<file path="config.mk">
export PLATFORM = sky130hd
export DESIGN_NAME = xoshiro128_range_random_top
export DESIGN_NICKNAME = d
export VERILOG_FILES = /design/src/hw/rtl/xrr_pkg.sv /design/src/hw/rtl/xoshiro128_range_random_top.sv /design/src/hw/rtl/xrr_core.sv /design/src/hw/rtl/xrr_divider.sv
export SDC_FILE = /design/constraint.sdc
export NUM_CORES = 1
export LEC_CHECK = 0
export BUFFER_PORTS_ARGS = -buffer_cell sky130_fd_sc_hd__buf_2
export CELL_PAD_IN_SITES_DETAIL_PLACEMENT = 1
export CELL_PAD_IN_SITES_GLOBAL_PLACEMENT = 1
export CORE_UTILIZATION = 45
export CTS_BUF_LIST = sky130_fd_sc_hd__clkbuf_4 sky130_fd_sc_hd__clkbuf_8 sky130_fd_sc_hd__clkbuf_16
export DETAILED_ROUTE_END_ITERATION = 8
export HOLD_SLACK_MARGIN = 0.12
export PLACE_DENSITY = 0.87
export SYNTH_ARGS = -nofsm -noshare
export SYNTH_HDL_FRONTEND = slang
export SYNTH_SLANG_ARGS = --single-unit
</file>
<file path="constraint.sdc">
create_clock -name clk -period 5.63 [get_ports clk]
set_clock_uncertainty 0.1 [all_clocks]
set_input_delay 0.563 -clock clk [delete_from_list [all_inputs] [get_ports clk]]
set_output_delay 0.563 -clock clk [all_outputs]
set_load 0.01 [all_outputs]
</file>
<file path="src/hw/rtl/xrr_pkg.sv">
package xrr_pkg;

    localparam int WORD_W      = 32;
    localparam int SEED_COUNT  = 4;
    localparam int CFG_INDEX_W = 8;
    localparam int DIV_COUNT_W = $clog2(WORD_W);

    // configuration register indexes
    localparam logic [CFG_INDEX_W-1:0] CFG_SEED_ZERO  = CFG_INDEX_W'(0);
    localparam logic [CFG_INDEX_W-1:0] CFG_SEED_ONE   = CFG_INDEX_W'(1);
    localparam logic [CFG_INDEX_W-1:0] CFG_SEED_TWO   = CFG_INDEX_W'(2);
    localparam logic [CFG_INDEX_W-1:0] CFG_SEED_THREE = CFG_INDEX_W'(3);

    // seed register reset values
    localparam logic [WORD_W-1:0] SEED_ZERO_RST  = WORD_W'(1);
    localparam logic [WORD_W-1:0] SEED_ONE_RST   = WORD_W'(0);
    localparam logic [WORD_W-1:0] SEED_TWO_RST   = WORD_W'(0);
    localparam logic [WORD_W-1:0] SEED_THREE_RST = WORD_W'(0);

    // xoshiro128** shift and rotate amounts
    localparam int ROT_SCRAMBLE = 7;
    localparam int SHIFT_UPDATE = 9;
    localparam int ROT_UPDATE   = 11;

    typedef struct packed {
        logic                     mode;
        logic signed [WORD_W-1:0] range_begin;
        logic signed [WORD_W-1:0] range_end;
    } xrr_in_t;

    typedef struct packed {
        logic [WORD_W-1:0] random_value;
        logic              range_error;
    } xrr_out_t;

    typedef struct packed {
        logic              start;
        logic [WORD_W-1:0] dividend;
        logic [WORD_W-1:0] divisor;
    } xrr_div_req_t;

    typedef struct packed {
        logic              done;
        logic [WORD_W-1:0] remainder;
    } xrr_div_rsp_t;

    typedef enum logic [1:0] {
        ST_IDLE,
        ST_DIVIDE,
        ST_WRITE
    } xrr_state_t;

endpackage

</file>
<file path="src/hw/rtl/xoshiro128_range_random_top.sv">
// channel  | direction | handshake             | payload
// ---------+-----------+-----------------------+-----------------------------------
// in       | input     | in_valid / in_stall   | in_data: mode, range_begin, range_end
// out      | output    | out_valid / out_stall | out_data: random_value, range_error
// cfg      | input     | cfg_valid / cfg_ready | cfg_index, cfg_data (seed words)
//
// raw mode and empty ranges: accept, then result write, with no divide step
// ranged mode: accept, divide in the bit-serial remainder unit (one bit per cycle), then result write
// reset loads seeds {1, 0, 0, 0} into the generator; no clearing pass
// one item at a time; in_stall stays high from accept until the result is in the
// output register, and a stalled output only holds the block in its write state
module xoshiro128_range_random_top (
    input  logic                            clk,
    input  logic                            rst_n,
    input  logic                            in_valid,
    output logic                            in_stall,
    input  xrr_pkg::xrr_in_t                in_data,
    output logic                            out_valid,
    input  logic                            out_stall,
    output xrr_pkg::xrr_out_t               out_data,
    input  logic                            cfg_valid,
    output logic                            cfg_ready,
    input  logic [xrr_pkg::CFG_INDEX_W-1:0] cfg_index,
    input  logic [xrr_pkg::WORD_W-1:0]      cfg_data
);
    import xrr_pkg::*;

    xrr_state_t   state_reg, state_next;
    xrr_div_req_t div_req;
    xrr_div_rsp_t div_rsp;

    logic              accept;
    logic              cfg_write;
    logic              ranged;
    logic              empty;
    logic              out_free;
    logic              out_load;
    logic [WORD_W-1:0] word;
    logic [WORD_W-1:0] span;

    // result held between the sequencer and the output register
    logic [WORD_W-1:0] begin_reg, begin_next;
    xrr_out_t          result_reg, result_next;
    logic              out_valid_reg, out_valid_next;
    xrr_out_t          out_data_reg, out_data_next;

    // generator state and scrambler
    xrr_core u_core (
        .clk       (clk),
        .rst_n     (rst_n),
        .cfg_write (cfg_write),
        .cfg_index (cfg_index),
        .cfg_data  (cfg_data),
        .advance   (accept),
        .word      (word)
    );

    // remainder unit for ranged mode
    xrr_divider u_divider (
        .clk   (clk),
        .rst_n (rst_n),
        .req   (div_req),
        .rsp   (div_rsp)
    );

    // signed compare of the bounds, span taken unsigned
    assign empty    = (in_data.range_end <= in_data.range_begin);
    assign span     = WORD_W'(in_data.range_end) - WORD_W'(in_data.range_begin);
    assign ranged   = in_data.mode && !empty;
    assign out_free = !out_valid_reg || !out_stall;

    // next state
    always_comb
    begin
        state_next = state_reg;
        case (state_reg)
            ST_IDLE:
            begin
                if (accept)
                begin
                    state_next = ranged ? ST_DIVIDE : ST_WRITE;
                end
            end
            ST_DIVIDE:
            begin
                if (div_rsp.done)
                begin
                    state_next = ST_WRITE;
                end
            end
            ST_WRITE:
            begin
                if (out_free)
                begin
                    state_next = ST_IDLE;
                end
            end
            default:
            begin
                state_next = ST_IDLE;
            end
        endcase
    end

    // sequencer outputs
    always_comb
    begin
        in_stall  = 1'b1;
        cfg_ready = 1'b0;
        out_load  = 1'b0;
        case (state_reg)
            ST_IDLE:
            begin
                in_stall  = 1'b0;
                cfg_ready = 1'b1;
            end
            ST_DIVIDE:
            begin
                in_stall = 1'b1;
            end
            ST_WRITE:
            begin
                out_load = out_free;
            end
            default:
            begin
                in_stall = 1'b1;
            end
        endcase
        accept           = in_valid && !in_stall;
        cfg_write        = cfg_valid && cfg_ready;
        div_req.start    = accept && ranged;
        div_req.dividend = word;
        div_req.divisor  = span;
    end

    // result capture: raw word, begin on an empty range, or remainder plus begin
    always_comb
    begin
        begin_next  = begin_reg;
        result_next = result_reg;
        if (accept)
        begin
            begin_next = WORD_W'(in_data.range_begin);
            if (!in_data.mode)
            begin
                result_next.random_value = word;
                result_next.range_error  = 1'b0;
            end
            else
            begin
                result_next.random_value = WORD_W'(in_data.range_begin);
                result_next.range_error  = empty;
            end
        end
        else if (div_rsp.done)
        begin
            result_next.random_value = div_rsp.remainder + begin_reg;
            result_next.range_error  = 1'b0;
        end
    end

    // output register
    always_comb
    begin
        out_valid_next = out_valid_reg;
        out_data_next  = out_data_reg;
        if (out_load)
        begin
            out_valid_next = 1'b1;
            out_data_next  = result_reg;
        end
        else if (out_valid_reg && !out_stall)
        begin
            out_valid_next = 1'b0;
        end
    end

    always_ff @(posedge clk or negedge rst_n)
    begin
        if (!rst_n)
        begin
            state_reg     <= ST_IDLE;
            out_valid_reg <= 1'b0;
        end
        else
        begin
            state_reg     <= state_next;
            out_valid_reg <= out_valid_next;
        end
    end

    always_ff @(posedge clk)
    begin
        begin_reg    <= begin_next;
        result_reg   <= result_next;
        out_data_reg <= out_data_next;
    end

    assign out_valid = out_valid_reg;
    assign out_data  = out_data_reg;

endmodule

</file>
<file path="src/hw/rtl/xrr_core.sv">
module xrr_core (
    input  logic                             clk,
    input  logic                             rst_n,
    input  logic                             cfg_write,
    input  logic [xrr_pkg::CFG_INDEX_W-1:0]  cfg_index,
    input  logic [xrr_pkg::WORD_W-1:0]       cfg_data,
    input  logic                             advance,
    output logic [xrr_pkg::WORD_W-1:0]       word
);
    import xrr_pkg::*;

    logic [WORD_W-1:0] seed_reg  [SEED_COUNT];
    logic [WORD_W-1:0] seed_next [SEED_COUNT];
    logic [WORD_W-1:0] state_reg  [SEED_COUNT];
    logic [WORD_W-1:0] state_next [SEED_COUNT];
    logic              seed_hit;

    logic [WORD_W-1:0] mul5;
    logic [WORD_W-1:0] rot7;
    logic [WORD_W-1:0] s0_x, s1_x, s2_x, s3_x;

    // scrambler: rotl(s1 * 5, 7) * 9 as shift-adds
    always_comb
    begin
        mul5 = state_reg[1] + (state_reg[1] << 2);
        rot7 = {mul5[WORD_W-ROT_SCRAMBLE-1:0], mul5[WORD_W-1:WORD_W-ROT_SCRAMBLE]};
        word = rot7 + (rot7 << 3);
    end

    // seed register writes
    always_comb
    begin
        seed_next = seed_reg;
        seed_hit  = 1'b0;
        if (cfg_write)
        begin
            case (cfg_index)
                CFG_SEED_ZERO:
                begin
                    seed_next[0] = cfg_data;
                    seed_hit     = 1'b1;
                end
                CFG_SEED_ONE:
                begin
                    seed_next[1] = cfg_data;
                    seed_hit     = 1'b1;
                end
                CFG_SEED_TWO:
                begin
                    seed_next[2] = cfg_data;
                    seed_hit     = 1'b1;
                end
                CFG_SEED_THREE:
                begin
                    seed_next[3] = cfg_data;
                    seed_hit     = 1'b1;
                end
                default:
                begin
                    seed_hit = 1'b0;
                end
            endcase
        end
    end

    // state update
    always_comb
    begin
        s2_x = state_reg[2] ^ state_reg[0];
        s3_x = state_reg[3] ^ state_reg[1];
        s1_x = state_reg[1] ^ s2_x;
        s0_x = state_reg[0] ^ s3_x;
        state_next = state_reg;
        if (seed_hit)
        begin
            state_next = seed_next;
        end
        else if (advance)
        begin
            state_next[0] = s0_x;
            state_next[1] = s1_x;
            state_next[2] = s2_x ^ (state_reg[1] << SHIFT_UPDATE);
            state_next[3] = {s3_x[WORD_W-ROT_UPDATE-1:0], s3_x[WORD_W-1:WORD_W-ROT_UPDATE]};
        end
    end

    always_ff @(posedge clk or negedge rst_n)
    begin
        if (!rst_n)
        begin
            seed_reg[0]  <= SEED_ZERO_RST;
            seed_reg[1]  <= SEED_ONE_RST;
            seed_reg[2]  <= SEED_TWO_RST;
            seed_reg[3]  <= SEED_THREE_RST;
            state_reg[0] <= SEED_ZERO_RST;
            state_reg[1] <= SEED_ONE_RST;
            state_reg[2] <= SEED_TWO_RST;
            state_reg[3] <= SEED_THREE_RST;
        end
        else
        begin
            seed_reg  <= seed_next;
            state_reg <= state_next;
        end
    end

endmodule

</file>
<file path="src/hw/rtl/xrr_divider.sv">
module xrr_divider (
    input  logic                  clk,
    input  logic                  rst_n,
    input  xrr_pkg::xrr_div_req_t req,
    output xrr_pkg::xrr_div_rsp_t rsp
);
    import xrr_pkg::*;

    localparam logic [DIV_COUNT_W-1:0] DIV_LAST = DIV_COUNT_W'(WORD_W - 1);

    logic                   busy_reg, busy_next;
    logic                   done_reg, done_next;
    logic [DIV_COUNT_W-1:0] count_reg, count_next;
    logic [WORD_W-1:0]      rem_reg, rem_next;
    logic [WORD_W-1:0]      dvd_reg, dvd_next;
    logic [WORD_W-1:0]      dvs_reg, dvs_next;
    logic [WORD_W:0]        trial;
    logic [WORD_W:0]        diff;

    // one restoring step per cycle, msb first
    always_comb
    begin
        trial      = {rem_reg, dvd_reg[WORD_W-1]};
        diff       = trial - {1'b0, dvs_reg};
        busy_next  = busy_reg;
        done_next  = 1'b0;
        count_next = count_reg;
        rem_next   = rem_reg;
        dvd_next   = dvd_reg;
        dvs_next   = dvs_reg;
        if (req.start)
        begin
            busy_next  = 1'b1;
            count_next = '0;
            rem_next   = '0;
            dvd_next   = req.dividend;
            dvs_next   = req.divisor;
        end
        else if (busy_reg)
        begin
            rem_next   = diff[WORD_W] ? trial[WORD_W-1:0] : diff[WORD_W-1:0];
            dvd_next   = {dvd_reg[WORD_W-2:0], 1'b0};
            count_next = count_reg + 1'b1;
            if (count_reg == DIV_LAST)
            begin
                busy_next = 1'b0;
                done_next = 1'b1;
            end
        end
    end

    always_ff @(posedge clk or negedge rst_n)
    begin
        if (!rst_n)
        begin
            busy_reg  <= 1'b0;
            done_reg  <= 1'b0;
            count_reg <= '0;
        end
        else
        begin
            busy_reg  <= busy_next;
            done_reg  <= done_next;
            count_reg <= count_next;
        end
    end

    always_ff @(posedge clk)
    begin
        rem_reg <= rem_next;
        dvd_reg <= dvd_next;
        dvs_reg <= dvs_next;
    end

    assign rsp.done      = done_reg;
    assign rsp.remainder = rem_reg;

endmodule
</file>
Word level (Yosys, flattened, before mapping)
Cells that the tools add are included.
- order comparisons: 1
- add/subtract/negate cells: 6
- multiply operators: 0
- bitwise logic cells: 5
- equal/unequal tests: 9
- divide/modulo/power cells: 0
- multiplexer cells: 33
- reductions and logical operators: 17
- shift operators: 0
- operator list (cell ; number):
    two-way mux 128 bit ; 3
    two-way mux 32 bit ; 7
    XOR 32 bit ; 5
    two-way mux 33 bit ; 3
    adder 32 bit ; 3
    subtractor 33 x 32 -> 33 bit ; 1
    less-or-equal comparator 32 bit ; 1
    subtractor 32 bit ; 1
    equality test 8 x 2 -> 1 bit, second input constant ; 2
    two-way mux 1 bit ; 13
    two-way mux 5 bit ; 2
    equality test 8 x 1 -> 1 bit, second input constant ; 1
    zero test 8 bit ; 1
    two-way mux 2 bit ; 4
    nonzero test 2 bit ; 4
    case mux 2 bit (3 select lines) ; 1
    adder 5 x 1 -> 5 bit, second input constant ; 1
    equality test 5 bit, second input constant ; 1
    logical AND 1 bit ; 5
    != test 2 bit, second input constant ; 2
    OR reduction 4 bit ; 1
    zero test 1 bit ; 3
    AND reduction 3 bit ; 1
    equality test 2 x 1 -> 1 bit, second input constant ; 1
    other kinds (4) ; 4
- register bits: 460
- bits in writable memories: 0
- bits in latches: 0
- ROM bits: 0
- memories: 0
- input port bits: 110

Logic depth before layout (Yosys ltp)
Gate-level depths: netlist of run 1.
- depth after elaboration: 6
- mapped depth: 23

Modules after synthesis
Synthesis of run 1 repeated with hierarchy kept, for this count alone.
- cell total of the unflattened synthesis: 2727
- area, all modules: 27573.9 um^2
- by module, submodules not included (module ; instances ; seq. area each (um^2) ; cells each ; area each (um^2)):
    xrr_core ; 1 ; 6408.6 ; 1432 ; 14423.8
    xoshiro128_range_random_top ; 1 ; 3017.9 ; 705 ; 7109.3
    xrr_divider ; 1 ; 2737.6 ; 590 ; 6040.8

Least setup slack after synthesis of run 1
OpenSTA, ideal clock, no wires.
- path kind: register to register
- start: reg u_core.state_reg[64] (netlist bit)
- end: reg result_reg[32] (netlist bit) (data pin)
- stages on the path, launching flop included: 24
- data required time: 5.261 ns
- arrival time: 5.071 ns
- path slack: 0.190 ns
- cells stage by stage: dfrtp_1 > ha_1 > fa_1 > a21o_1 > a221oi_2 > a211oi_1 > nor3_2 > o21ai_1 > nor3b_1 > nor4_2 > o21bai_1 > a21oi_1 > xnor2_1 > ha_1 > a211oi_1 > o21ai_1 > a31oi_1 > o211ai_1 > a21oi_1 > o21ai_0 > xor2_1 > xnor3_1 > mux2i_1 > mux2i_1
- RTL lines (item ; line ; text):
    start, declared ; xrr_core.sv:14 ; logic [WORD_W-1:0] state_reg [SEED_COUNT];
    start signal, assigned ; xrr_core.sv:103 ; state_reg <= state_next;
    end signal, assigned ; xoshiro128_range_random_top.sv:196 ; result_reg <= result_next;
    end, declared ; xoshiro128_range_random_top.sv:43 ; xrr_out_t result_reg, result_next;

==> metrics.cfg, run 1 <==
[clocking]
root_buffer = clkbuf_16
cts_tree = yes
htreeDepth = 2
cts.path.max_buffers = 3
path_clk_slew_ps = 60
cts_buffers = 51
clock-sinks = 460
clkLatencyLatePin_ps = 640

[flow_run]
cap_violations = 0

[worst_setup_path]
crit_type = flop to flop
required_ps = 5960
endpoint_kind = flop
cpMostUsedCell = o21ai_2
cp_slowest_cell = or4_1
cp_cell_sequence = buf_4 -> fa_2 -> a21o_1 -> a221oi_4 -> a211oi_2 -> nor3_2 -> o21ai_2 -> nor3b_4 -> nor4_4 -> o21bai_1 -> a21oi_1 -> xnor2_1 -> ha_2 -> buf_6 -> o21ai_4 -> o21ai_2 -> or4b_4 -> o211ai_4 -> o311a_4 -> nor2_4 -> o21ai_2 -> a21oi_2 -> or4_1 -> o211ai_1
worst-path-max-fanout = 6
max_stage_delay_ps = 510
ff2ff_path_depth = 24
crit_arrival_ps = 6150
startpoint_type = flop

[min_path]
hold_path_class = input port to flop
holdPathStages = 2

[cells_and_area]
layout-drive-gt1-share = 0.185
nFillCells = 6408
fin_area_mm2 = 0.0312
area_delta_synth_final_pct = 16.3
final_nets = 3131
layout_commonest_cell = nand2_1
multi_input_area_mm2 = 0.0142
layout_common_cells = nand2_1, dfrtp_1, xnor2_1
register_area_mm2 = 0.0122

[floorplanning]
core.rowCount = 89
coreArea_mm2 = 0.0589
die_w_um = 246
initial_core_util = 0.455
die_area_mm2 = 0.0606
chipHeight_um = 246
io_pins = 146

[route]
drt.antenna.violating_nets = 0
route.detailed.drc = 0
vias = 21800
routedWlPerCell_um = 23.7
drt-pass1-iter-count = 5
finalWirelength_um = 87200
drtIter0Drc = 1388
avgViaCountPerCell = 5.92

[synth]
syn_nets = 2922
netlist_area_mm2 = 0.0268
syn_inst = 2653
yosys_register_bits = 460
synth.avg_cell_area_um2 = 10.1
ys.flop_type = dfrtp_1
async_flop_share = 0.578
synth_edf_count = 162
ys_types = 97
ys_seq_area_frac = 0.453
yosys_warnings = 0

[global_route]
grt_pass1_vias = 23000
grt_remaining_overflow = 0
track_usage = 0.278
antenna_found_initial = 3
grt_max_degree = 154
grt_first_pass_wirelength_um = 131000

[timing]
worst_slack_ps = -190
setup_viol = 8
whs_ps = 141
max_slew_margin = 0.308
finalHoldViolations = 0
post-route-period-util = 1.03
worstMarginPinSlew_ps = 1040
rsz0062_at_grt = true
fmax_mhz = 172
final-max-slew-violation-count = 0
period_minus_slack_ps = 5820

[placement]
port_buffers = 145
dp_slack_ps = -172
gp_congestion = 0.932
dp_hpwl_um = 60400
dpl_cell_area_mm2 = 0.0286

[run_status]
violations = negative setup slack
status = finished with violations

-- cells by family (layout without fill, tap and decap cells) --
| group | count (synthesis) | after routing | synth area share |
|---|---|---|---|
| other | 0 | 1 | 0 |
| AOI/OAI and AO/OA | 694 | 694 | 0.160 |
| adders and majority gates | 159 | 159 | 0.0756 |
| and+or+nand+nor | 648 | 648 | 0.107 |
| buffers and inverters | 207 | 459 | 0.0312 |
| xor gates and xnor gates | 318 | 318 | 0.105 |
| DFF | 460 | 460 | 0.453 |
| muxes | 167 | 167 | 0.0684 |
-- final timing paths --
kind                                                  start                             end  slack [ps]
max                        u_core.state_reg[65]$_DFFE_PN0P_        result_reg[29]$_DFFE_PP_        -190
min                                            cfg_data[14]   u_core.seed_reg[78]$_DFF_PN0_         140
min reg2reg                         result_reg[4]$_DFFE_PP_           out_data[4]$_DFFE_PP_         320
min in group asynchronous                             rst_n  u_core.seed_reg[115]$_DFF_PN0_         500
max reg2reg                u_core.state_reg[65]$_DFFE_PN0P_        result_reg[29]$_DFFE_PP_        -190
max in group asynchronous                             rst_n    u_divider.busy_reg$_DFF_PN0_        3450
-- final cells by class --
| class | count | area share |
|---|---|---|
| Antenna cell | 1 | 0.0000802 |
| Tap cell | 773 | 0.0310 |
| Multi-Input combinational cell | 1986 | 0.455 |
| Timing Repair Buffer | 257 | 0.0538 |
| Clock inverter | 18 | 0.00754 |
| Inverter | 106 | 0.0128 |
| Sequential cell | 460 | 0.390 |
| Clock buffer | 78 | 0.0504 |
-- metrics by stage --
stage | setup TNS [ps] | cells | utilization
finish | -698 | 3679 | 0.530
global route | -4040 | 3679 | 0.530
CTS | 0 | 3655 | 0.522
detailed placement | -721 | 3530 | 0.486
global placement | -5.54 | 3530 | 0.486
floorplan | 0 | 2653 | -
-- cells in the mapped netlist (57+ instances only) --
cell type | number | share of area
xor2_1 | 57 | 0.019
dfrtp_1 | 264 | 0.25
a21oi_1 | 184 | 0.034
mux2_2 | 128 | 0.054
edfxtp_1 | 162 | 0.18
a21o_1 | 69 | 0.019
o21ai_0 | 246 | 0.046
inv_1 | 104 | 0.015
nand2_1 | 272 | 0.038
clkbuf_1 | 74 | 0.010
xnor2_1 | 259 | 0.085
ha_1 | 154 | 0.072
nor2_1 | 204 | 0.029
-- repair_timing --
item,in CTS,in global routing
resized for setup,10,54
endpoints found under the hold margin,141,0
hold buffers,28,0
endpoints found under the setup margin,13,26
cloned,0,0
pin swaps,4,37
setup buffers,1,23
-- metal layers --
layer / track usage / routed length (µm) / vias up / part of all wire
li1: - / - / 9794 / -
met1: 0.339 / 35500 / 11200 / 0.41
met2: 0.493 / 44500 / 593 / 0.51
met3: 0.0361 / 3500 / 186 / 0.040
met4: 0.115 / 3630 / 4 / 0.042
met5: 0 / 31 / - / 0.00036
-- critical path: cells and delay by family (launching register included) --
family | cells | cell delay [ps]
AOI/OAI and AO/OA | 13 | 2050
and+or+nand+nor | 6 | 1800
adders and majority gates | 2 | 800
DFF | 1 | 400
buffers and inverters | 2 | 340
xor gates and xnor gates | 1 | 150
Power of run 1 is left out: the tool's default activity adds up to more than one toggle a clock period on the data nets, which glitch-free logic cannot reach.
==> run 2: changes to the inputs <==
--- a/config.mk
+++ b/config.mk
@@ -13,6 +13,7 @@
 export DETAILED_ROUTE_END_ITERATION = 8
 export HOLD_SLACK_MARGIN = 0.12
 export PLACE_DENSITY = 0.87
+export RECOVER_POWER = 50
 export SYNTH_ARGS = -nofsm -noshare
 export SYNTH_HDL_FRONTEND = slang
 export SYNTH_SLANG_ARGS = --single-unit
==> metrics.cfg, run 2 (synthesis gave the netlist of run 1 again) <==
[floorplanning]
initial_core_util = 0.455
chipHeight_um = 246
io_pins = 146
die_area_mm2 = 0.0606
coreArea_mm2 = 0.0589
die_w_um = 246
core.rowCount = 89

[route]
finalWirelength_um = 87200
routedWlPerCell_um = 23.7
drtIter0Drc = 1349
drt.antenna.violating_nets = 0
avgViaCountPerCell = 5.92
route.detailed.drc = 0
drt-pass1-iter-count = 5
vias = 21800

[clocking]
clkLatencyLatePin_ps = 640
path_clk_slew_ps = 60
clock-sinks = 460
cts_tree = yes
cts_buffers = 51
root_buffer = clkbuf_16
htreeDepth = 2
cts.path.max_buffers = 3

[worst_setup_path]
required_ps = 5960
crit_type = flop to flop
startpoint_type = flop
endpoint_kind = flop
crit_arrival_ps = 6160
crit_start = u_core.state_reg[65]$_DFFE_PN0P_
r2r_start = u_core.state_reg[65]$_DFFE_PN0P_
worst-path-max-fanout = 6

[timing]
setup-tns-final_ps = -759
fmax_mhz = 171
finalHoldViolations = 0
post-route-period-util = 1.04
worstMarginPinSlew_ps = 2890
rsz0062_at_grt = true
max_slew_margin = -0.924
setup_viol = 9
final-max-slew-violation-count = 214
worst_slack_ps = -203
period_minus_slack_ps = 5830

[cells_and_area]
fin_area_mm2 = 0.0311
layout_commonest_cell = nand2_1
area_delta_synth_final_pct = 15.9
final_nets = 3131
finalNonFillerCells = 3679
layout_common_cells = nand2_1, dfrtp_1, xnor2_1
layout-drive-gt1-share = 0.146

[placement]
dp_hpwl_um = 60400
dpl_cell_area_mm2 = 0.0286
gp_congestion = 0.932
port_buffers = 145
dp_slack_ps = -172
place_inst = 3530

[global_route]
track_usage = 0.278
grt_remaining_overflow = 0
grt_pass1_vias = 23000
grt_max_degree = 154
antenna_found_initial = 3
grt_first_pass_wirelength_um = 131000

[run_status]
violations = max-capacitance violations, max-slew violations, negative setup slack
status = finished with violations

[flow_run]
cap_violations = 4

[min_path]
hold_path_class = input port to flop
hold_path.startpoint = cfg_data[28]

==> run 2: cell count changes in the layout (fill, tap and decap cells not counted), sizes merged <==
cell	previous run	this run
clkbuf	78	148
buf	229	159
==> run 2: routing by layer <==
metal,vias up,part of all wire,global-route usage
li1,9797,-,-
met4,4,0.044,0.115
met3,200,0.045,0.0361
met1,11100,0.40,0.339
met2,650,0.51,0.493
met5,-,0.00036,0
==> run 2: final cells by class <==
class / instances / area (µm²)
sequential: 460 / 12200
clock buffer: 78 / 1570
multi-input combinational: 1986 / 14200
fill: 6455 / 27800
inverter: 106 / 398
timing repair buffer: 257 / 1580
tap: 773 / 967
clock inverter: 18 / 235
antenna: 1 / 2.50
==> run 2: final timing paths <==
path,to,slack (ps),cells past startpoint
min in group asynchronous,u_core.seed_reg[30]$_DFF_PN0_,1310,2
max in group asynchronous,u_divider.busy_reg$_DFF_PN0_,2170,3
setup reg to reg,result_reg[29]$_DFFE_PP_,-200,24
hold / removal,u_core.seed_reg[28]$_DFF_PN0_,130,2
hold reg to reg,out_data[4]$_DFFE_PP_,320,0
setup / recovery,result_reg[29]$_DFFE_PP_,-200,24
==> run 2: critical path: stages (launching register included) <==
cell and delay [ps]:
dfrtp_1 400, buf_4 200, fa_2 400, a21o_1 210, a221oi_4 290, a211oi_2 120, nor3_2 270, o21ai_2 110
nor3b_4 180, nor4_4 320, o21bai_1 120, a21oi_1 210, xnor2_1 160, ha_2 400, buf_6 140, o21ai_4 70
o21ai_2 170, or4b_4 490, o211ai_4 130, o311a_4 250, nor2_4 40, o21ai_2 170, a21oi_2 100, or4_1 510
o211ai_1 110
==> run 2: repair_timing <==
item                                    4_1_cts  5_1_grt
hold buffers                                 28        0
pin swaps                                     4       37
setup buffers                                 1       23
hold endpoints to repair                    141        0
gates resized for setup                      10       54
endpoints found under the setup margin       13       26
==> run 2: per-stage QoR <==
stage,hold slack [ps],util
after floorplan,167,-
after global placement,313,0.486
after detailed placement,309,0.486
after CTS,121,0.522
after global routing,136,0.528
final,134,0.528
Power of run 2 is left out for the same reason.
